===== src/hdl/mis_pkg.sv =====
package mis_pkg;

  // Width of one list element.
  localparam int unsigned ValueW = 31;

  // Default capacity of the insertion chain.
  localparam int unsigned MaxItemsDef = 32;

  // Control that every cell of the chain sees in the same cycle.
  typedef struct packed {
    logic insert;  // Place the broadcast element into the chain.
    logic shift;   // Move every element one cell toward the output.
  } cell_ctrl_t;

endpackage


===== src/hdl/mis_cell.sv =====
module mis_cell (
  input  logic                          clk_i,
  input  logic                          rst_ni,
  input  mis_pkg::cell_ctrl_t           ctrl_i,
  input  logic [mis_pkg::ValueW-1:0]    new_value_i,
  input  logic                          left_stay_i,
  input  logic [mis_pkg::ValueW-1:0]    left_value_i,
  input  logic                          left_valid_i,
  input  logic [mis_pkg::ValueW-1:0]    right_value_i,
  input  logic                          right_valid_i,
  output logic                          stay_o,
  output logic [mis_pkg::ValueW-1:0]    value_o,
  output logic                          valid_o
);
  import mis_pkg::*;

  logic [ValueW-1:0] value_q, value_d;
  logic              valid_q, valid_d;

  // The held element stays in place when it is not larger than the new one,
  // so equal values keep their arrival order.
  assign stay_o = valid_q && (value_q <= new_value_i);

  // Next content of the cell: keep, take the new element, take the left
  // neighbor's element on an insert, or the right neighbor's on a shift.
  always_comb begin
    value_d = value_q;
    valid_d = valid_q;
    if (ctrl_i.insert) begin
      if (!stay_o) begin
        if (left_stay_i) begin
          value_d = new_value_i;
          valid_d = 1'b1;
        end else begin
          value_d = left_value_i;
          valid_d = left_valid_i;
        end
      end
    end else if (ctrl_i.shift) begin
      value_d = right_value_i;
      valid_d = right_valid_i;
    end
  end

  // The valid bit is control state; the element needs no reset.
  always_ff @(posedge clk_i or negedge rst_ni) begin
    if (!rst_ni) begin
      valid_q <= 1'b0;
    end else begin
      valid_q <= valid_d;
    end
  end

  always_ff @(posedge clk_i) begin
    value_q <= value_d;
  end

  assign value_o = value_q;
  assign valid_o = valid_q;

endmodule


===== src/hdl/merge_insertion_sorter_top.sv =====
// After the element marked last is taken, the first sorted result appears in the
// following cycle.
// Throughput: one element per cycle while loading (busy low); a list of held
// elements is then emitted one result per cycle, from cell 0.
// Reset: the chain and the drop flag are cleared; the receiver cannot stall and
// takes every result in the cycle of its strobe.
module merge_insertion_sorter_top #(
  parameter int unsigned MAX_ITEMS = mis_pkg::MaxItemsDef
) (
  input  logic                          clk_i,
  input  logic                          rst_ni,
  input  logic                          start,
  output logic                          busy,
  input  logic [mis_pkg::ValueW-1:0]    item_value_i,
  input  logic                          item_last_i,
  output logic                          result_strobe_o,
  output logic [mis_pkg::ValueW-1:0]    sorted_value_o,
  output logic                          sorted_last_o,
  output logic                          overflow_o
);
  import mis_pkg::*;

  localparam int unsigned CntW = $clog2(MAX_ITEMS + 1);
  localparam logic [CntW-1:0] CntFull = CntW'(MAX_ITEMS);
  localparam logic [CntW-1:0] CntOne  = CntW'(1);

  typedef enum logic [1:0] {
    ST_LOAD = 2'b01,
    ST_EMIT = 2'b10
  } state_e;

  state_e            state_q, state_d;
  logic [CntW-1:0]   count_q, count_d;
  logic              dropped_q, dropped_d;
  logic              accept;
  logic              full;
  cell_ctrl_t        ctrl;

  logic [ValueW-1:0] cell_value [MAX_ITEMS];
  logic              cell_valid [MAX_ITEMS];
  logic              cell_stay  [MAX_ITEMS];

  assign busy   = (state_q == ST_EMIT);
  assign accept = start && !busy;
  assign full   = (count_q == CntFull);

  // Insert a transfer unless the chain is full; shift out while emitting.
  assign ctrl.insert = accept && !full;
  assign ctrl.shift  = busy;

  // Chain of cells, cell 0 holding the smallest element.
  for (genvar i = 0; i < MAX_ITEMS; i++) begin : g_cell
    logic              left_stay;
    logic [ValueW-1:0] left_value;
    logic              left_valid;
    logic [ValueW-1:0] right_value;
    logic              right_valid;

    if (i == 0) begin : g_head
      assign left_stay  = 1'b1;
      assign left_value = item_value_i;
      assign left_valid = 1'b0;
    end else begin : g_body
      assign left_stay  = cell_stay[i-1];
      assign left_value = cell_value[i-1];
      assign left_valid = cell_valid[i-1];
    end

    if (i == MAX_ITEMS - 1) begin : g_tail
      assign right_value = cell_value[i];
      assign right_valid = 1'b0;
    end else begin : g_inner
      assign right_value = cell_value[i+1];
      assign right_valid = cell_valid[i+1];
    end

    mis_cell u_cell (
      .clk_i         (clk_i),
      .rst_ni        (rst_ni),
      .ctrl_i        (ctrl),
      .new_value_i   (item_value_i),
      .left_stay_i   (left_stay),
      .left_value_i  (left_value),
      .left_valid_i  (left_valid),
      .right_value_i (right_value),
      .right_valid_i (right_valid),
      .stay_o        (cell_stay[i]),
      .value_o       (cell_value[i]),
      .valid_o       (cell_valid[i])
    );
  end

  // Sequencer: count held elements while loading, count down while emitting.
  always_comb begin
    state_d   = state_q;
    count_d   = count_q;
    dropped_d = dropped_q;
    case (state_q)
      ST_LOAD: begin
        if (accept) begin
          if (full) begin
            dropped_d = 1'b1;
          end else begin
            count_d = count_q + CntOne;
          end
          if (item_last_i) begin
            state_d = ST_EMIT;
          end
        end
      end
      ST_EMIT: begin
        count_d = count_q - CntOne;
        if (count_q == CntOne) begin
          state_d   = ST_LOAD;
          dropped_d = 1'b0;
        end
      end
      default: begin
        state_d = ST_LOAD;
      end
    endcase
  end

  always_ff @(posedge clk_i or negedge rst_ni) begin
    if (!rst_ni) begin
      state_q   <= ST_LOAD;
      count_q   <= '0;
      dropped_q <= 1'b0;
    end else begin
      state_q   <= state_d;
      count_q   <= count_d;
      dropped_q <= dropped_d;
    end
  end

  // Results leave from the head of the chain.
  assign result_strobe_o = busy;
  assign sorted_value_o  = cell_value[0];
  assign sorted_last_o   = busy && (count_q == CntOne);
  assign overflow_o      = busy && dropped_q;

  // The head cell holds a valid element whenever a result is shown.
  a_head_valid: assert property (@(posedge clk_i) disable iff (!rst_ni)
    result_strobe_o |-> cell_valid[0])
    else $error("result shown from an empty head cell");

  // The final result of a list returns the block to loading.
  a_last_ends: assert property (@(posedge clk_i) disable iff (!rst_ni)
    sorted_last_o |=> !busy && (count_q == '0) && !dropped_q)
    else $error("list not cleared after its final result");

  // A non-final transfer into a chain with room grows the count by one.
  a_count_grow: assert property (@(posedge clk_i) disable iff (!rst_ni)
    (accept && !item_last_i && !full) |=> (count_q == $past(count_q) + CntOne))
    else $error("held count did not follow an insertion");

  // The count never exceeds the capacity of the chain.
  a_count_cap: assert property (@(posedge clk_i) disable iff (!rst_ni)
    count_q <= CntFull)
    else $error("held count beyond capacity");

endmodule

===== config.mk =====
export PLATFORM = sky130hd
export DESIGN_NAME = merge_insertion_sorter_top
export DESIGN_NICKNAME = d
export VERILOG_FILES = /design/src/hdl/mis_pkg.sv /design/src/hdl/mis_cell.sv /design/src/hdl/merge_insertion_sorter_top.sv
export SDC_FILE = /design/constraint.sdc
export NUM_CORES = 2
export LEC_CHECK = 0
export BUFFER_PORTS_ARGS = -buffer_cell sky130_fd_sc_hd__buf_2
export CAP_MARGIN = 20
export CORE_ASPECT_RATIO = 0.6
export CORE_MARGIN = 2
export CORE_UTILIZATION = 35
export CTS_CLUSTER_DIAMETER = 60
export DETAILED_ROUTE_END_ITERATION = 12
export SLEW_MARGIN = 10
export SYNTH_ARGS = -nofsm -noshare
export SYNTH_HDL_FRONTEND = slang
export SYNTH_SLANG_ARGS = --single-unit

===== constraint.sdc =====
create_clock -name clk_i -period 11.1 [get_ports clk_i]
set_input_delay 2.22 -clock clk_i [delete_from_list [all_inputs] [get_ports clk_i]]
set_output_delay 2.22 -clock clk_i [all_outputs]
set_load 0.1 [all_outputs]

; Word level (Yosys, flattened, before mapping)
; Cells that the tools add are included.
[totals]
ff_bits = 1033
inputBits = 35
output_inout_bits = 35
wordCells = 481
[op_classes]
addsub = 2
order_cmp = 32
eq_ne = 41
muxes = 262
bitwise_logic = 1
n_reduce_logical = 76
[ops]
columns = op, count
row1 = two-way mux 31 bit, 124
row2 = <= comparator 31 bit, 32
row3 = two-way mux 1 bit, 130
row4 = inequality test 2 bit (second input constant), 36
row5 = AND reduction 2 bit, 33
row6 = logical AND 1 bit, 36
row7 = two-way mux 6 bit, 2
row8 = case mux 6 bit (2 select lines), 1
row9 = adder 6 x 1 -> 6 bit (second input constant), 1
row10 = equality test 6 x 1 -> 1 bit (second input constant), 1
row11 = equality test 6 bit (second input constant), 1
row12 = two-way mux 2 bit, 3
row13 = AND reduction 3 bit, 2
row14 = subtractor 6 x 1 -> 6 bit (second input constant), 1
row15 = case mux 2 bit (2 select lines), 1
row16 = AND reduction 4 bit, 1
row17 = nonzero test 2 bit, 2
row18 = equality test 2 x 1 -> 1 bit (second input constant), 1
row19 = equality test 2 bit (second input constant), 1
row20 = zero test 1 bit, 2
row21 = inequality test 2 x 1 -> 1 bit (second input constant), 1
row22 = case mux 1 bit (2 select lines), 1
row23 = NOT 1 bit, 1

; Logic depth before layout (Yosys ltp)
[logic_depth]
ltp_word = 6
mapped_depth = 12
depth_no_buf = 9

; Modules after synthesis
; A second synthesis with hierarchy kept.
[unflattened]
cells_unflattened = 8321
area_unflattened_um2 = 78783.1
[by_module_without_submodules]
columns = mod, instances, cells_each, area_each_um2, seq_area_each_um2
row1 = mis_cell (g_cell[0].u_cell ...), 31, 258, 2443.6, 955.9
row2 = mis_cell (g_cell[20].u_cell), 1, 259, 2433.6, 955.9
row3 = merge_insertion_sorter_top, 1, 64, 598.1, 226.5

; Worst setup path before layout
; No wires, ideal clock.
[synth_path]
path_type = input-to-reg
from = input item_value_i[30] (netlist bit)
to = register g_cell[9].u_cell.value_q[0] (enable)
setup_ns = 0.462
t_arrival_ns = 6.775
t_required_ns = 10.638
slack_ns = 3.863
cell_stages = 11
path_buffers = 3
path_cell_list = clkbuf_1 inv_1 ha_1 nand4_1 or2_2 a31o_2 o22ai_1 nor3b_1 clkbuf_1 buf_2 o21ai_0
[synth_via]
elab_chain_cells = 4
[synth_lines]
columns = item, line
row1 = start: declaration, merge_insertion_sorter_top.sv:14  ; input logic [mis_pkg::ValueW-1:0] item_value_i,
row2 = <= comparator 31 bit, mis_cell.sv:22  ; assign stay_o = valid_q && (value_q <= new_value_i);
row3 = logical AND 1 bit, mis_cell.sv:22
row4 = inequality test 2 bit (no source line), --
row5 = AND reduction 2 bit (no source line), --
row6 = end signal: assignment, mis_cell.sv:55  ; value_q <= value_d;
row7 = end: declaration, mis_cell.sv:17  ; logic [ValueW-1:0] value_q, value_d;
; No other way between the ends.
; A chain may end at the register's enable or synchronous reset.

; Worst setup path in the final report
[layout_path]
from = input item_value_i[14] (netlist bit)
to = register g_cell[18].u_cell.value_q[12] (enable)
[layout_via]
elab_chain_cells = 4
[layout_lines]
columns = item, line
row1 = <= comparator 31 bit, mis_cell.sv:22
row2 = logical AND 1 bit, mis_cell.sv:22
row3 = inequality test 2 bit (no source line), --
row4 = AND reduction 2 bit (no source line), --
row5 = end signal: assignment, mis_cell.sv:55
row6 = end: declaration, mis_cell.sv:17
; No other way between the ends.

==> qor.csv <==
stage;metric;value;unit
outcome;status;completed;
clock_tree;H-tree levels;3;
clock_tree;clock buffer count from CTS;105;
final_layout;Final Net Count;8312;
timing;setup violators final;0;
placement;dpl hpwl;202000;microns
setup_path;CP max stage delay;0.95;ns
detailed_routing;Routed Antenna Nets;0;
logic_synthesis;Yosys top cell by area;edfxtp_1;
setup_path;CP Launch Type;input port;
floorplanning;IO Pins;70;
logic_synthesis;Mean Syn Cell Area;10.1;sq um
logic_synthesis;top_reg_cell synth;edfxtp_1;
logic_synthesis;post-synthesis simple-gate area fraction;11.6;%
setup_path;CP Buf/Inv Count;6;
timing;max-slew violations;0;
global_routing;global-route wire length before repair;407000;microns
floorplanning;die area;218000;sq um
logic_synthesis;Mapped Area;75000;sq um
logic_synthesis;largest family of logic cells by synthesized area;adder cells;
power_and_ir_drop;PwrDens;107;nW/um^2
timing;crit share post-route;62.5;%
detailed_routing;vias;63600;
detailed_routing;DRC violation total after the first TritonRoute iteration;8357;
detailed_routing;total wire length;281000;microns
global_routing;overall routing resource usage;24.8;%
final_layout;most common cell after layout, fill and taps aside;nand2_1;
logic_synthesis;Unique masters post-synth;72;
timing;Final Hold Vio Count;0;
global_routing;pin count of the biggest net entering global routing;250;
clock_tree;CTS Buffer Depth;3;
timing;Relative slew margins;24.2;%
detailed_routing;drt wl/cell;27.5;microns
min_path;worst min-delay path class;reg -> reg;
clock_tree;Worst-path clk slew;0.07;ns
setup_path;Slowest cell on crit path;nor3b_4;
logic_synthesis;Synth Area in XOR/XNOR;0.0584;%
setup_path;Req. time, crit path;11.55;ns
setup_path;critical path class;in -> reg;
logic_synthesis;mux cell area share after synthesis;11.6;%
clock_tree;CTS tree;yes;
global_routing;initial antenna violation count;9;
floorplanning;width of the chip;602;microns
power_and_ir_drop;leakage power;0.0334;uW
detailed_routing;DR DRC count;0;
final_layout;Final Non-Filler Cells;10200;
final_layout;most frequent cells in the layout;nand2_1 (1141), ha_1 (996), edfxtp_1 (992), mux2i_1 (868), o21ai_0 (835);
power_and_ir_drop;VDD IR max;124;uV
clock_tree;worst skew pair latency;0.75;ns
detailed_routing;detail-routed via count per cell;6.21;
global_routing;grt ovf;0;
logic_synthesis;Post-synth EDFFs;992;
logic_synthesis;FF+latch count, synth;1033;
logic_synthesis;Area contributors post-synth;edfxtp_1 (40%), ha_1 (17%), mux2i_1 (12%), nand2_1 (5.8%), o21ai_0 (5.7%);
setup_path;Worst Path Arrival;7.38;ns
timing;Final Skew;0.0366;ns
timing;Tightest Pin Transition;1.14;ns
timing;f_max;144;MHz
logic_synthesis;asr flop ratio synth;3.97;%
placement;DP Cell Count;10000;
setup_path;Crit path top cell by count;buf_4;
setup_path;CP Cell Sequence;buf_2 -> buf_4 -> inv_2 -> buf_4 -> ha_1 -> nand4_1 -> or4_1 -> o41ai_2 -> o22ai_1 -> nor3b_4 -> buf_4 -> o21ai_2 -> buf_4;
floorplanning;# rows;131;
global_routing;number of global-route vias before repair;60200;
timing;RSZ-0062 raised after global routing;false;
floorplanning;Core Area;213000;sq um
setup_path;delay-heaviest family, CP;buffers and inverters;
logic_synthesis;Seq/Total Area, Yosys;41.1;%
logic_synthesis;post-synth top area share;39.7;%
logic_synthesis;Compound-Gate Fraction of Synth Area;15.2;%
setup_path;critical-path maximum fanout;31;
clock_tree;setup bufs post-CTS;0;
clock_tree;Hold Buf Count CTS;0;
timing;Setup TNS;0;ns
flow_run;max_cap viols;0;
clock_tree;CTS Sinks;1033;
setup_path;Crit. End Element;flip-flop;
setup_path;flop2flop setup slack;6.41;ns
power_and_ir_drop;total power;8710;uW
clock_tree;Root Buffer;clkbuf_16;
logic_synthesis;Post-Synthesis Cells;7406;
final_layout;proportion of layout cells with a drive suffix above 1;6.90;%
timing;crit path time final;6.93;ns
floorplanning;initial core utilization;35.3;%
floorplanning;die height;363;microns
clock_tree;cts repair resizes;0;
detailed_routing;Pre-antenna DRT Iters;6;
logic_synthesis;Post-Synth Adder-Cell Area;16.6;%
placement;IO Port Bufs;69;
logic_synthesis;syn nets;8437;
logic_synthesis;YS warnings;0;
timing;Hold WS;0.497;ns
placement;final RePlAce weighted congestion;0.947;
final_layout;Layout area overhead;9.02;%
-- cells in the mapped netlist, types with 7 or more instances --
master and instances:
buf_2 146, buf_1 13, o31a_1 9, o22ai_1 13
a221o_1 38, nand2b_1 7, and3_1 13, and4_1 14
o41ai_2 7, clkbuf_1 242, nand3_1 148, buf_4 29
o21ai_0 856, nor2_1 181, a21oi_1 435, or4_1 8
o211ai_1 15, nor2b_1 15, a21o_1 39, a211oi_1 49
buf_6 41, a221oi_1 90, mux2i_1 868, nand2_1 1150
a31oi_1 38, nand4_1 219, edfxtp_1 992, dfrtp_1 40
ha_1 996, inv_1 116, o311ai_0 33, nor3_1 45
nor3b_2 7, nor3b_1 37, o2bb2ai_1 30, o21ai_1 232
a22oi_1 22, nand3b_1 32, o31ai_1 29, nor4_1 35
-- power breakdown --
part           leakage, uW  total [uW]  internal, uW  switching (uW)
logic               0.0207         723           198             525
clock network      0.00172        3790          2070            1720
registers           0.0110        4200          4200               0
total               0.0334        8710          6470            2240
-- per-layer routing --
metal / global-route usage (%) / vias to the layer above / part of all wire (%)
li1: - / 28000 / -
met1: 37.0 / 31400 / 45
met2: 33.1 / 3731 / 38
met3: 9.21 / 420 / 14
met4: 5.62 / 3 / 2.3
met5: 1.03 / - / 0.11
-- cell families (layout without fill, tap and decap cells) --
kind of cell    count (synthesis)  in the layout
compound gates               1979           1979
simple gates                 1933           1933
flops                        1033           1033
fa+ha+maj                     996            996
mux                           868            868
buf+inv                       592            559
xor+xnor                        5              5
other cells                     0              2
-- flip-flops by register name, indices dropped and copies added (netlist names) --
signal and cells:
count_q 6, dropped_q 1, g_cell.u_cell.valid_o 32, g_cell.u_cell.value_o 992
state_q 2
-- per-stage QoR --
step | area, sq um | setup WS [ns] | util, %
2_1_floorplan | 75000 | 3.86 | -
3_3_place_gp | 78200 | 3.53 | 36.8
3_5_place_dp | 78200 | 3.49 | 36.8
4_1_cts | 81700 | 4.24 | 38.4
5_1_grt | 81800 | 4.06 | 38.5
6_report | 81800 | 4.17 | 38.5
-- area by class of cell --
| class | instances | area, sq um |
|---|---|---|
| fillers | 20900 | 131000 |
| flip-flops and latches | 1033 | 30800 |
| multi-input cells | 5781 | 41700 |
| well taps | 2859 | 3580 |
| diodes | 2 | 5.00 |
| clock buffers | 161 | 3100 |
| clock inverters | 38 | 392 |
| repair buffers | 242 | 1800 |
| inverters | 118 | 443 |
-- worst reg2reg max path, stage by stage, from the launching register on --
cell,delay (ns)
dfrtp_1,0.44
nor3_1,0.58
a31oi_4,0.32
nand2_4,0.57
buf_12,0.63
buf_12,0.61
buf_12,0.83
o21ai_0,0.41
-- worst paths after layout --
path | start | end | cells past startpoint
setup reg to reg | count_q[2] | g_cell[6].u_cell.value_o[1] | 7
min in group asynchronous | rst_ni | g_cell[0].u_cell.valid_o | 2
max in group asynchronous | rst_ni | g_cell[14].u_cell.valid_o | 2
hold / removal | count_q[4] | count_q[4] | 1
hold reg to reg | count_q[4] | count_q[4] | 1
setup / recovery | item_value_i[14] | g_cell[18].u_cell.value_o[12] | 13
(Power assumes the default switching activity.)
